===== config.mk =====
export PLATFORM = sky130hd
export DESIGN_NAME = optical_preamble_frame_sync_top_flat
export DESIGN_NICKNAME = d
export VERILOG_FILES = /design/src/rtl/core/opfs_pkg.sv /design/src/rtl/core/opfs_req_if.sv /design/src/rtl/core/opfs_rsp_if.sv /design/src/rtl/core/opfs_csr.sv /design/src/rtl/core/opfs_framer.sv /design/src/rtl/core/opfs_out_queue.sv /design/src/rtl/core/optical_preamble_frame_sync_top.sv /design/src/flat_wrapper.sv
export VERILOG_INCLUDE_DIRS = /design/src /design/src/rtl/core
export SDC_FILE = /design/constraint.sdc
export NUM_CORES = 1
export LEC_CHECK = 0
export BUFFER_PORTS_ARGS = -buffer_cell sky130_fd_sc_hd__buf_2
export CAP_MARGIN = 15
export CORE_MARGIN = 2
export CORE_UTILIZATION = 35
export DETAILED_ROUTE_END_ITERATION = 10
export PLACE_DENSITY = 0.67
export SETUP_SLACK_MARGIN = 0.05
export SYNTH_ARGS = -nofsm -noshare
export SYNTH_HDL_FRONTEND = slang
export SYNTH_SLANG_ARGS = --single-unit

===== constraint.sdc =====
create_clock -name clock -period 3.1 [get_ports clock]
set_input_delay 0.31 -clock clock [delete_from_list [all_inputs] [get_ports clock]]
set_output_delay 0.31 -clock clock [all_outputs]
set_load 0.05 [all_outputs]

===== src/rtl/core/optical_preamble_frame_sync_top_defines.svh =====
// ----------------------------------------------------------------------------
// Optical preamble frame sync assertion macros
// Shared concurrent check shorthands, clocked on clock, disabled in reset.
// ----------------------------------------------------------------------------
`ifndef OPTICAL_PREAMBLE_FRAME_SYNC_TOP_DEFINES_SVH
`define OPTICAL_PREAMBLE_FRAME_SYNC_TOP_DEFINES_SVH

// same-cycle implication
`define OPFS_ASSERT_NOW(lbl, ante, cons, msg) \
   lbl: assert property (@(posedge clock) disable iff (reset) (ante) |-> (cons)) \
      else $error(msg);

// next-cycle implication
`define OPFS_ASSERT_NEXT(lbl, ante, cons, msg) \
   lbl: assert property (@(posedge clock) disable iff (reset) (ante) |=> (cons)) \
      else $error(msg);

`endif


===== src/rtl/core/opfs_pkg.sv =====
// ----------------------------------------------------------------------------
// opfs_pkg
// Widths, register map, reset values and shared types of the frame sync.
// ----------------------------------------------------------------------------
package opfs_pkg;

   localparam int SAMPLE_W  = 10;
   localparam int THRESH_W  = 10;
   localparam int PATTERN_W = 8;
   localparam int PLEN_W    = 4;
   localparam int FLEN_W    = 12;
   localparam int DATA_W    = 32;
   localparam int ADDR_W    = 4;

   localparam int PREAMBLE_BITS         = 8;
   localparam int POSITION_BITS_DEFAULT = 12;

   localparam logic [THRESH_W-1:0]  THRESH_RESET  = THRESH_W'(400);
   localparam logic [PATTERN_W-1:0] PATTERN_RESET = PATTERN_W'(85);
   localparam logic [PLEN_W-1:0]    PLEN_RESET    = PLEN_W'(8);
   localparam logic [FLEN_W-1:0]    FLEN_RESET    = FLEN_W'(168);

   typedef enum logic [1:0] {
      REG_SLICE_THRESHOLD  = 2'd0,
      REG_PREAMBLE_PATTERN = 2'd1,
      REG_PREAMBLE_LENGTH  = 2'd2,
      REG_FRAME_LENGTH     = 2'd3
   } opfs_reg_type;

   typedef struct packed {
      logic [THRESH_W-1:0]  slice_threshold;
      logic [PATTERN_W-1:0] preamble_pattern;
      logic [PLEN_W-1:0]    preamble_length;
      logic [FLEN_W-1:0]    frame_length;
   } opfs_cfg_type;

   typedef struct packed {
      logic sliced_bit;
      logic payload_valid;
      logic payload_last;
   } opfs_result_type;

   typedef struct packed {
      logic hunting_preamble;
      logic receiving_payload;
   } opfs_state_type;

   // expected preamble bit at a position; position 0 is the start bit
   function automatic logic expected_bit(logic [PLEN_W-1:0] pos,
                                         logic [PATTERN_W-1:0] pattern);
      logic result;
      if (pos == '0) begin
         result = 1'b1;
      end else if ((int'(pos) < PREAMBLE_BITS) && (int'(pos) < PATTERN_W)) begin
         result = pattern[pos[$clog2(PATTERN_W)-1:0]];
      end else begin
         result = 1'b0;
      end
      return result;
   endfunction

endpackage


===== src/rtl/core/opfs_req_if.sv =====
// ----------------------------------------------------------------------------
// opfs_req_if
// Sample request channel: valid/ready handshake with one sensor reading.
// ----------------------------------------------------------------------------
interface opfs_req_if;
   logic                          valid;
   logic                          ready;
   logic [opfs_pkg::SAMPLE_W-1:0] sample;

   modport source (output valid, output sample, input ready);
   modport sink   (input valid, input sample, output ready);
endinterface


===== src/rtl/core/opfs_rsp_if.sv =====
// ----------------------------------------------------------------------------
// opfs_rsp_if
// Result channel: sliced bit plus payload valid and last markers.
// ----------------------------------------------------------------------------
interface opfs_rsp_if;
   logic valid;
   logic ready;
   logic sliced_bit;
   logic payload_valid;
   logic payload_last;

   modport source (output valid, output sliced_bit, output payload_valid,
                   output payload_last, input ready);
   modport sink   (input valid, input sliced_bit, input payload_valid,
                   input payload_last, output ready);
endinterface


===== src/rtl/core/opfs_csr.sv =====
// ----------------------------------------------------------------------------
// opfs_csr
// APB register bank: threshold, preamble pattern/length, frame length.
// ----------------------------------------------------------------------------
module opfs_csr (
   input  logic                         clock,
   input  logic                         reset,
   input  logic                         psel,
   input  logic                         penable,
   input  logic                         pwrite,
   input  logic [opfs_pkg::ADDR_W-1:0]  paddr,
   input  logic [opfs_pkg::DATA_W-1:0]  pwdata,
   output logic [opfs_pkg::DATA_W-1:0]  prdata,
   output logic                         pready,
   output opfs_pkg::opfs_cfg_type       cfg
);
   import opfs_pkg::*;

   opfs_cfg_type cfg_ff, cfg_in;
   opfs_reg_type reg_sel;
   logic         wr_en;

   assign reg_sel = opfs_reg_type'(paddr[3:2]);
   assign wr_en   = psel & penable & pwrite;
   assign pready  = 1'b1;

   always_comb begin
      cfg_in = cfg_ff;
      if (wr_en) begin
         case (reg_sel)
            REG_SLICE_THRESHOLD:  cfg_in.slice_threshold  = pwdata[THRESH_W-1:0];
            REG_PREAMBLE_PATTERN: cfg_in.preamble_pattern = pwdata[PATTERN_W-1:0];
            REG_PREAMBLE_LENGTH:  cfg_in.preamble_length  = pwdata[PLEN_W-1:0];
            REG_FRAME_LENGTH:     cfg_in.frame_length     = pwdata[FLEN_W-1:0];
            default:              cfg_in = cfg_ff;
         endcase
      end
   end

   always_comb begin
      case (reg_sel)
         REG_SLICE_THRESHOLD:  prdata = DATA_W'(cfg_ff.slice_threshold);
         REG_PREAMBLE_PATTERN: prdata = DATA_W'(cfg_ff.preamble_pattern);
         REG_PREAMBLE_LENGTH:  prdata = DATA_W'(cfg_ff.preamble_length);
         REG_FRAME_LENGTH:     prdata = DATA_W'(cfg_ff.frame_length);
         default:              prdata = '0;
      endcase
   end

   always_ff @(posedge clock) begin
      if (reset) begin
         cfg_ff.slice_threshold  <= THRESH_RESET;
         cfg_ff.preamble_pattern <= PATTERN_RESET;
         cfg_ff.preamble_length  <= PLEN_RESET;
         cfg_ff.frame_length     <= FLEN_RESET;
      end else begin
         cfg_ff <= cfg_in;
      end
   end

   assign cfg = cfg_ff;

endmodule


===== src/rtl/core/opfs_framer.sv =====
// ----------------------------------------------------------------------------
// opfs_framer
// Slicer and preamble/payload state machine, one sample per cycle while take is high.
// ----------------------------------------------------------------------------
module opfs_framer #(
   parameter int POSITION_BITS = opfs_pkg::POSITION_BITS_DEFAULT
) (
   input  logic                          clock,
   input  logic                          reset,
   input  logic                          take,
   input  logic [opfs_pkg::SAMPLE_W-1:0] sample,
   input  opfs_pkg::opfs_cfg_type        cfg,
   output opfs_pkg::opfs_result_type     result,
   output opfs_pkg::opfs_state_type      state
);
   import opfs_pkg::*;

   localparam int CMP_W = ((POSITION_BITS > FLEN_W) ? POSITION_BITS : FLEN_W) + 1;

   logic                     hunt_ff, hunt_in;
   logic                     recv_ff, recv_in;
   logic [POSITION_BITS-1:0] pos_ff, pos_in;
   logic [CMP_W-1:0]         pos_ext, next_ext, plen_ext, flen_ext;
   logic                     bit_s, valid_s, last_s;

   assign bit_s    = (sample > cfg.slice_threshold);
   assign pos_ext  = CMP_W'(pos_ff);
   assign next_ext = pos_ext + CMP_W'(1);
   assign plen_ext = CMP_W'(cfg.preamble_length);
   assign flen_ext = CMP_W'(cfg.frame_length);

   always_comb begin
      hunt_in = hunt_ff;
      recv_in = recv_ff;
      pos_in  = pos_ff;
      valid_s = 1'b0;
      last_s  = 1'b0;
      if (!hunt_ff && !recv_ff && bit_s) begin
         hunt_in = 1'b1;
         pos_in  = POSITION_BITS'(1);
      end else if (hunt_ff && (pos_ext < plen_ext)) begin
         pos_in = next_ext[POSITION_BITS-1:0];
         if (bit_s != expected_bit(pos_ff[PLEN_W-1:0], cfg.preamble_pattern)) begin
            hunt_in = 1'b0;
            recv_in = 1'b0;
            pos_in  = '0;
         end
      end else if (hunt_ff && (pos_ext == plen_ext)) begin
         hunt_in = 1'b0;
         recv_in = 1'b1;
         valid_s = 1'b1;
         last_s  = (next_ext >= flen_ext);
         pos_in  = next_ext[POSITION_BITS-1:0];
      end else if (recv_ff && (pos_ext < flen_ext)) begin
         valid_s = 1'b1;
         last_s  = (next_ext >= flen_ext);
         pos_in  = next_ext[POSITION_BITS-1:0];
      end else begin
         hunt_in = 1'b0;
         recv_in = 1'b0;
         pos_in  = '0;
      end
   end

   always_ff @(posedge clock) begin
      if (reset) begin
         hunt_ff <= 1'b0;
         recv_ff <= 1'b0;
         pos_ff  <= '0;
      end else if (take) begin
         hunt_ff <= hunt_in;
         recv_ff <= recv_in;
         pos_ff  <= pos_in;
      end
   end

   assign result.sliced_bit      = bit_s;
   assign result.payload_valid   = valid_s;
   assign result.payload_last    = last_s;
   assign state.hunting_preamble  = hunt_ff;
   assign state.receiving_payload = recv_ff;

endmodule


===== src/rtl/core/opfs_out_queue.sv =====
// ----------------------------------------------------------------------------
// opfs_out_queue
// Two-entry result queue; decouples request ready from result ready.
// ----------------------------------------------------------------------------
module opfs_out_queue (
   input  logic                      clock,
   input  logic                      reset,
   input  logic                      push,
   input  opfs_pkg::opfs_result_type push_data,
   input  logic                      pop,
   output logic                      not_full,
   output logic                      not_empty,
   output opfs_pkg::opfs_result_type head
);
   import opfs_pkg::*;

   opfs_result_type entry_ff [2];
   logic            wr_ptr_ff, wr_ptr_in;
   logic            rd_ptr_ff, rd_ptr_in;
   logic [1:0]      count_ff, count_in;

   assign not_full  = (count_ff != 2'd2);
   assign not_empty = (count_ff != 2'd0);
   assign head      = entry_ff[rd_ptr_ff];

   always_comb begin
      wr_ptr_in = wr_ptr_ff ^ push;
      rd_ptr_in = rd_ptr_ff ^ pop;
      count_in  = count_ff + {1'b0, push} - {1'b0, pop};
   end

   always_ff @(posedge clock) begin
      if (push) begin
         entry_ff[wr_ptr_ff] <= push_data;
      end
   end

   always_ff @(posedge clock) begin
      if (reset) begin
         wr_ptr_ff <= 1'b0;
         rd_ptr_ff <= 1'b0;
         count_ff  <= 2'd0;
      end else begin
         wr_ptr_ff <= wr_ptr_in;
         rd_ptr_ff <= rd_ptr_in;
         count_ff  <= count_in;
      end
   end

endmodule


===== src/rtl/core/optical_preamble_frame_sync_top.sv =====
// ----------------------------------------------------------------------------
// optical_preamble_frame_sync_top
// Slices light-sensor samples, finds the preamble, marks payload bits.
// ----------------------------------------------------------------------------
// Takes one sample request per clock while req ready is high and returns
// exactly one result per request, in the cycle after it is accepted at the
// earliest. The slicer and the preamble/payload next-state logic are combinational,
// which sets the rate at one request per clock; a two-entry result queue keeps
// requests flowing while a result waits, and req ready drops only when both
// entries are held. Registers are to be written over APB only while the block is idle (not enforced).
`include "optical_preamble_frame_sync_top_defines.svh"

module optical_preamble_frame_sync_top #(
   parameter int POSITION_BITS = opfs_pkg::POSITION_BITS_DEFAULT
) (
   input  logic                        clock,
   input  logic                        reset,
   opfs_req_if.sink                    req_chan,
   opfs_rsp_if.source                  rsp_chan,
   input  logic                        psel,
   input  logic                        penable,
   input  logic                        pwrite,
   input  logic [opfs_pkg::ADDR_W-1:0] paddr,
   input  logic [opfs_pkg::DATA_W-1:0] pwdata,
   output logic [opfs_pkg::DATA_W-1:0] prdata,
   output logic                        pready
);
   import opfs_pkg::*;

   opfs_cfg_type    cfg;
   opfs_result_type result;
   opfs_result_type head;
   opfs_state_type  state;
   logic            take;
   logic            pop;
   logic            not_full;
   logic            not_empty;

   assign take           = req_chan.valid & not_full;
   assign pop            = rsp_chan.ready & not_empty;
   assign req_chan.ready = not_full;

   opfs_csr u_csr (
      .clock   (clock),
      .reset   (reset),
      .psel    (psel),
      .penable (penable),
      .pwrite  (pwrite),
      .paddr   (paddr),
      .pwdata  (pwdata),
      .prdata  (prdata),
      .pready  (pready),
      .cfg     (cfg)
   );

   opfs_framer #(
      .POSITION_BITS (POSITION_BITS)
   ) u_framer (
      .clock  (clock),
      .reset  (reset),
      .take   (take),
      .sample (req_chan.sample),
      .cfg    (cfg),
      .result (result),
      .state  (state)
   );

   opfs_out_queue u_out_queue (
      .clock     (clock),
      .reset     (reset),
      .push      (take),
      .push_data (result),
      .pop       (pop),
      .not_full  (not_full),
      .not_empty (not_empty),
      .head      (head)
   );

   assign rsp_chan.valid         = not_empty;
   assign rsp_chan.sliced_bit    = head.sliced_bit;
   assign rsp_chan.payload_valid = head.payload_valid;
   assign rsp_chan.payload_last  = head.payload_last;

   `OPFS_ASSERT_NOW(a_last_needs_valid, rsp_chan.valid && rsp_chan.payload_last, rsp_chan.payload_valid, "payload_last without payload_valid")
   `OPFS_ASSERT_NOW(a_state_exclusive, 1'b1, !(state.hunting_preamble && state.receiving_payload), "hunting and receiving at once")
   `OPFS_ASSERT_NOW(a_full_has_result, !not_full, not_empty, "queue full but no result shown")
   `OPFS_ASSERT_NEXT(a_accept_gives_result, take, rsp_chan.valid, "accepted request left no result")

endmodule

===== src/flat_wrapper.sv =====
// flat-port wrapper written by rule: the top's interface ports become plain ports
module optical_preamble_frame_sync_top_flat import opfs_pkg::*;
#(
   parameter int POSITION_BITS = opfs_pkg::POSITION_BITS_DEFAULT
)
  (clock, reset, psel, penable, pwrite, paddr, pwdata, prdata, pready, req_chan_valid, req_chan_sample, req_chan_ready, rsp_chan_valid, rsp_chan_sliced_bit, rsp_chan_payload_valid, rsp_chan_payload_last, rsp_chan_ready);
  opfs_req_if req_chan_i ();
  opfs_rsp_if rsp_chan_i ();
  input  logic clock;
  input  logic reset;
  input  logic psel;
  input  logic penable;
  input  logic pwrite;
  input  logic [opfs_pkg::ADDR_W-1:0] paddr;
  input  logic [opfs_pkg::DATA_W-1:0] pwdata;
  output logic [opfs_pkg::DATA_W-1:0] prdata;
  output logic pready;
  input wire logic [$bits(req_chan_i.valid)-1:0] req_chan_valid;
  input wire logic [$bits(req_chan_i.sample)-1:0] req_chan_sample;
  output wire logic [$bits(req_chan_i.ready)-1:0] req_chan_ready;
  output wire logic [$bits(rsp_chan_i.valid)-1:0] rsp_chan_valid;
  output wire logic [$bits(rsp_chan_i.sliced_bit)-1:0] rsp_chan_sliced_bit;
  output wire logic [$bits(rsp_chan_i.payload_valid)-1:0] rsp_chan_payload_valid;
  output wire logic [$bits(rsp_chan_i.payload_last)-1:0] rsp_chan_payload_last;
  input wire logic [$bits(rsp_chan_i.ready)-1:0] rsp_chan_ready;
  assign req_chan_i.valid = req_chan_valid;
  assign req_chan_i.sample = req_chan_sample;
  assign req_chan_ready = req_chan_i.ready;
  assign rsp_chan_valid = rsp_chan_i.valid;
  assign rsp_chan_sliced_bit = rsp_chan_i.sliced_bit;
  assign rsp_chan_payload_valid = rsp_chan_i.payload_valid;
  assign rsp_chan_payload_last = rsp_chan_i.payload_last;
  assign rsp_chan_i.ready = rsp_chan_ready;
  optical_preamble_frame_sync_top #(.POSITION_BITS(POSITION_BITS)) u_core (.clock(clock), .reset(reset), .req_chan(req_chan_i), .rsp_chan(rsp_chan_i), .psel(psel), .penable(penable), .pwrite(pwrite), .paddr(paddr), .pwdata(pwdata), .prdata(prdata), .pready(pready));
endmodule

==> metrics.txt <==
# TYPE chip_impl_metric gauge
chip_impl_metric{name="post_synth_instance_area",unit="mm2"} 0.003816
chip_impl_metric{name="routed_wirelength",unit="mm"} 9.131
chip_impl_metric{name="finalPower",unit="mW"} 2.171
chip_impl_metric{name="synth.yosys.seq_area_share",unit="%"} 32.00
chip_impl_metric{name="avgRoutedWirePerCell",unit="um"} 14.27
chip_impl_metric{name="place_hpwl",unit="mm"} 7.012
chip_impl_metric{name="asyncSetResetFlopFracSynth",unit="%"} 0
chip_impl_metric{name="critical_path_arrival",unit="ns"} 2.88
chip_impl_metric{name="crit_required",unit="ns"} 3.19
chip_impl_metric{name="die_width",unit="um"} 108.4
chip_impl_metric{name="finalHoldViolCount",unit=""} 0
chip_impl_info{name="cp-start-kind",value="register"} 1
chip_impl_metric{name="setup_violations",unit=""} 0
chip_impl_metric{name="reg2reg_depth",unit=""} 10
chip_impl_metric{name="switching_power",unit="mW"} 0.6857
chip_impl_metric{name="buffer_ports.inserted",unit=""} 47
chip_impl_metric{name="seq_power_share",unit="%"} 38.2
chip_impl_metric{name="floorplan.rows",unit=""} 38
chip_impl_info{name="rsz_0062_raised_after_global_routing",value="false"} 1
chip_impl_metric{name="first_iter_violations",unit=""} 138
chip_impl_metric{name="antenna_found_initial",unit=""} 0
chip_impl_metric{name="timing.slew.headroom",unit="%"} 35.64
chip_impl_metric{name="p_leak",unit="nW"} 1.863
chip_impl_metric{name="skew_pair_late_insertion_delay",unit="ns"} 0.35
chip_impl_metric{name="postCtsSetupBuffers",unit=""} 0
chip_impl_metric{name="maximum_number_of_pins_on_one_net_before_global_route_repair",unit=""} 43
chip_impl_metric{name="core_region_area",unit="mm2"} 0.01075
chip_impl_metric{name="syn_area_per_cell",unit="um2"} 8.556
chip_impl_metric{name="place_area",unit="mm2"} 0.004145
chip_impl_info{name="critPathMostFrequentCell",value="ha_1"} 1
chip_impl_metric{name="synth_cells",unit=""} 446
chip_impl_metric{name="grt_pass1_wl",unit="mm"} 15.51
chip_impl_metric{name="global_route.usage.total",unit="%"} 16.99
chip_impl_metric{name="critical_path_peak_fanout",unit=""} 8
chip_impl_metric{name="design.portCount",unit=""} 91
chip_impl_metric{name="power.share.combinational",unit="%"} 23.1
chip_impl_metric{name="post-route-drc-count",unit=""} 0
chip_impl_metric{name="drive_gt1_share",unit="%"} 17.20
chip_impl_metric{name="drt.antenna.violating_nets",unit=""} 0
chip_impl_metric{name="detailedPlace.worstSlack",unit="ns"} 0.3326
chip_impl_metric{name="power.switching_fraction",unit="%"} 31.58
chip_impl_metric{name="final_min_period_over_clock_period",unit="%"} 89.86
chip_impl_metric{name="final_cell_area",unit="mm2"} 0.004379
chip_impl_metric{name="syn2layout_area_growth",unit="%"} 14.75
chip_impl_metric{name="share_of_total_power_in_the_clock_network",unit="%"} 38.6
chip_impl_metric{name="route.detailed.vias_per_inst",unit=""} 5.122
chip_impl_metric{name="drv.max_cap_violation_count",unit=""} 0
chip_impl_metric{name="slew_viol_final",unit=""} 0
chip_impl_metric{name="critical_path.max_stage_delay",unit="ns"} 0.53
chip_impl_metric{name="synth-warning-count",unit=""} 0
chip_impl_info{name="crit_path_cell_chain",value="inv_1 > ha_1 > ha_1 > and4b_1 > a31o_2 > a21oi_1 > nor2b_1 > o21ai_0 > a31oi_1 > o21a_1"} 1
chip_impl_metric{name="synth_seq_cells",unit=""} 58
chip_impl_info{name="run_status",value="finished, final reports clean"} 1
chip_impl_info{name="ctsRootBufferMaster",value="clkbuf_8"} 1
chip_impl_metric{name="drt_pass1_iterations",unit=""} 4
chip_impl_info{name="worstSetupEndpointType",value="register"} 1
chip_impl_metric{name="p_int",unit="mW"} 1.485
chip_impl_metric{name="clock_skew",unit="ns"} 0.01334
chip_impl_metric{name="global_route.overflow_total",unit=""} 0
chip_impl_metric{name="clock_path_buffers",unit=""} 2
chip_impl_metric{name="final.setup.tns",unit="ns"} 0
chip_impl_metric{name="post_cts.resized_instances",unit=""} 0
chip_impl_metric{name="cts.sinks",unit=""} 58
chip_impl_metric{name="antenna_cells",unit=""} 0
chip_impl_metric{name="vias_after_detailed_routing",unit=""} 3278
chip_impl_metric{name="floorplan.die_area",unit="mm2"} 0.01175
chip_impl_metric{name="nNetsFinal",unit=""} 592
chip_impl_metric{name="fmax",unit="MHz"} 359.0
chip_impl_metric{name="htree_levels",unit=""} 3
chip_impl_metric{name="vdd_ir_drop_max",unit="mV"} 0.3167
chip_impl_metric{name="min_period",unit="ns"} 2.786
chip_impl_metric{name="floorplan.die.height",unit="um"} 108.4
chip_impl_metric{name="setup_ws",unit="ns"} 0.3142
chip_impl_info{name="timing_worst_setup_path_type",value="reg2reg"} 1
chip_impl_metric{name="power_density",unit="mW/mm2"} 495.8
chip_impl_info{name="cp_slowest_cell",value="dfxtp_1"} 1
chip_impl_metric{name="numCtsBuffers",unit=""} 9
chip_impl_metric{name="synth_edf_count",unit=""} 6
chip_impl_info{name="tritoncts_clock_tree",value="built"} 1
chip_impl_info{name="hold_class",value="in2reg"} 1
chip_impl_metric{name="finalWeightedCongestion",unit=""} 0.9047
chip_impl_metric{name="tightest_slew",unit="ns"} 0.9633
chip_impl_metric{name="cts_hold_repair.buffers",unit=""} 0
chip_impl_metric{name="synth.lib_cells_used.distinct",unit=""} 50
chip_impl_metric{name="initial_utilization",unit="%"} 35.51
chip_impl_metric{name="timing.hold.worst_path_depth",unit=""} 3
chip_impl_info{name="predominant_post_synthesis_flop_cell",value="dfxtp_1"} 1
chip_impl_metric{name="grt_pass1_vias",unit=""} 3246
chip_impl_metric{name="clk_pin_slew_worst_paths",unit="ns"} 0.07
through the flow:
step / util [%] / hold WS [ns] / instances
2_1_floorplan: - / 0.4278 / 465
3_3_place_gp: 38.58 / 0.4445 / 624
3_5_place_dp: 38.58 / 0.4488 / 624
4_1_cts: 40.75 / 0.1749 / 640
5_1_grt: 40.75 / 0.2058 / 640
6_report: 40.75 / 0.1881 / 640
final timing paths:
| check | startpoint | end | slack [ns] |
|---|---|---|---|
| setup reg to reg | u_core.u_framer.pos_ff[0] | u_core.u_out_queue.entry_ff[0][0] | 0.31 |
| hold / removal | pwdata[11] | u_core.u_csr.cfg[11] | 0.19 |
| hold reg to reg | u_core.u_csr.cfg[11] | u_core.u_csr.cfg[11] | 0.46 |
| setup / recovery | u_core.u_framer.pos_ff[0] | u_core.u_out_queue.entry_ff[0][0] | 0.31 |
power groups by stage:
stage,logic [mW],clock network (mW),registers [mW]
after floorplan,0.415,0,0.839
after global placement,0.492,0,0.844
after detailed placement,0.503,0,0.847
after CTS,0.505,0.859,0.831
after global routing,0.549,0.893,0.836
final,0.502,0.839,0.830
worst max-delay path, delay by kind of cell, from the launching register on:
family / cells / cell delay, ns
AOI/OAI and AO/OA: 5 / 0.91
adders and majority gates: 2 / 0.68
buffers and inverters: 1 / 0.19
DFF: 1 / 0.53
and+or+nand+nor: 2 / 0.22
state kept, by name, indices dropped and copies added (netlist names):
name                          count
u_core.u_framer.recv_ff           1
u_core.u_out_queue.rd_ptr_ff      1
u_core.u_framer.hunt_ff           1
u_core.u_out_queue.count_ff       2
u_core.u_out_queue.entry_ff       6
u_core.u_framer.pos_ff           12
u_core.u_out_queue.wr_ptr_ff      1
u_core.u_csr.cfg                 34
final cells by class:
| type | instances | area, um2 |
|---|---|---|
| multi-input cells | 335 | 2311 |
| well taps | 140 | 175.2 |
| fillers | 1097 | 6366 |
| clock inverters | 5 | 102.6 |
| flip-flops and latches | 58 | 1221 |
| clock buffers | 11 | 131.4 |
| inverters | 34 | 127.6 |
| repair buffers | 57 | 310.3 |
synth_stat cells (all sizes together), types with 8 or more instances:
cell type	instances	area (um2)
nand2	65	244.0
dfxtp	52	1041
ha	44	550.5
a21oi	40	200.2
inv	32	120.1
buf	27	186.4
nor2	26	97.59
mux2i	17	170.2
o211ai	15	112.6
o21ai	13	65.06
clkbuf	11	41.29
nand3	8	40.04
xnor2	8	70.07
metal layers:
layer  GRT usage (%)  part of all wire (%)  up-vias
met1           21.29                    46     1547
li1                -                     -     1622
met2           29.24                    48       95
met5               0                     0        -
met4           5.586                   1.5        0
met3           3.255                   4.3       14
cells by family (layout without fill, tap and decap cells):
| logic type | Yosys count | after routing | synth area share [%] |
|---|---|---|---|
| AOI/OAI and AO/OA | 96 | 96 | 15.84 |
| xor gates and xnor gates | 13 | 13 | 2.984 |
| adders and majority gates | 44 | 44 | 14.43 |
| buffers and inverters | 72 | 107 | 9.312 |
| DFF | 58 | 58 | 32.00 |
| muxes | 25 | 25 | 8.295 |
| other | 2 | 21 | 0.1968 |
| and+or+nand+nor | 136 | 136 | 16.95 |
layout by cell type, fill, tap and decap left out, types with 2 or more instances in the layout:
cell	n
nand2_1	65
dfxtp_1	52
buf_2	47
ha_1	44
a21oi_1	40
inv_1	32
nor2_1	26
conb_1	21
mux2i_1	17
o211ai_1	15
o21ai_0	10
buf_4	10
clkbuf_8	9
nand3_1	8
xnor2_1	8
o22ai_1	6
edfxtp_1	6
mux4_2	5
xor2_1	5
nand4_1	5
nor2b_1	5
a21o_1	4
o21a_1	4
nor3b_1	4
nand2b_1	3
and2_1	3
and3_1	3
mux2_2	3
or4_1	3
o21ai_1	3
a211o_1	3
bufinv_16	3
or2_2	2
a31oi_1	2
a31o_2	2
nor3_1	2
a221oi_1	2
clkinv_1	2
clkbuf_1	2
Note: power is estimated with default switching activity, not from simulation.
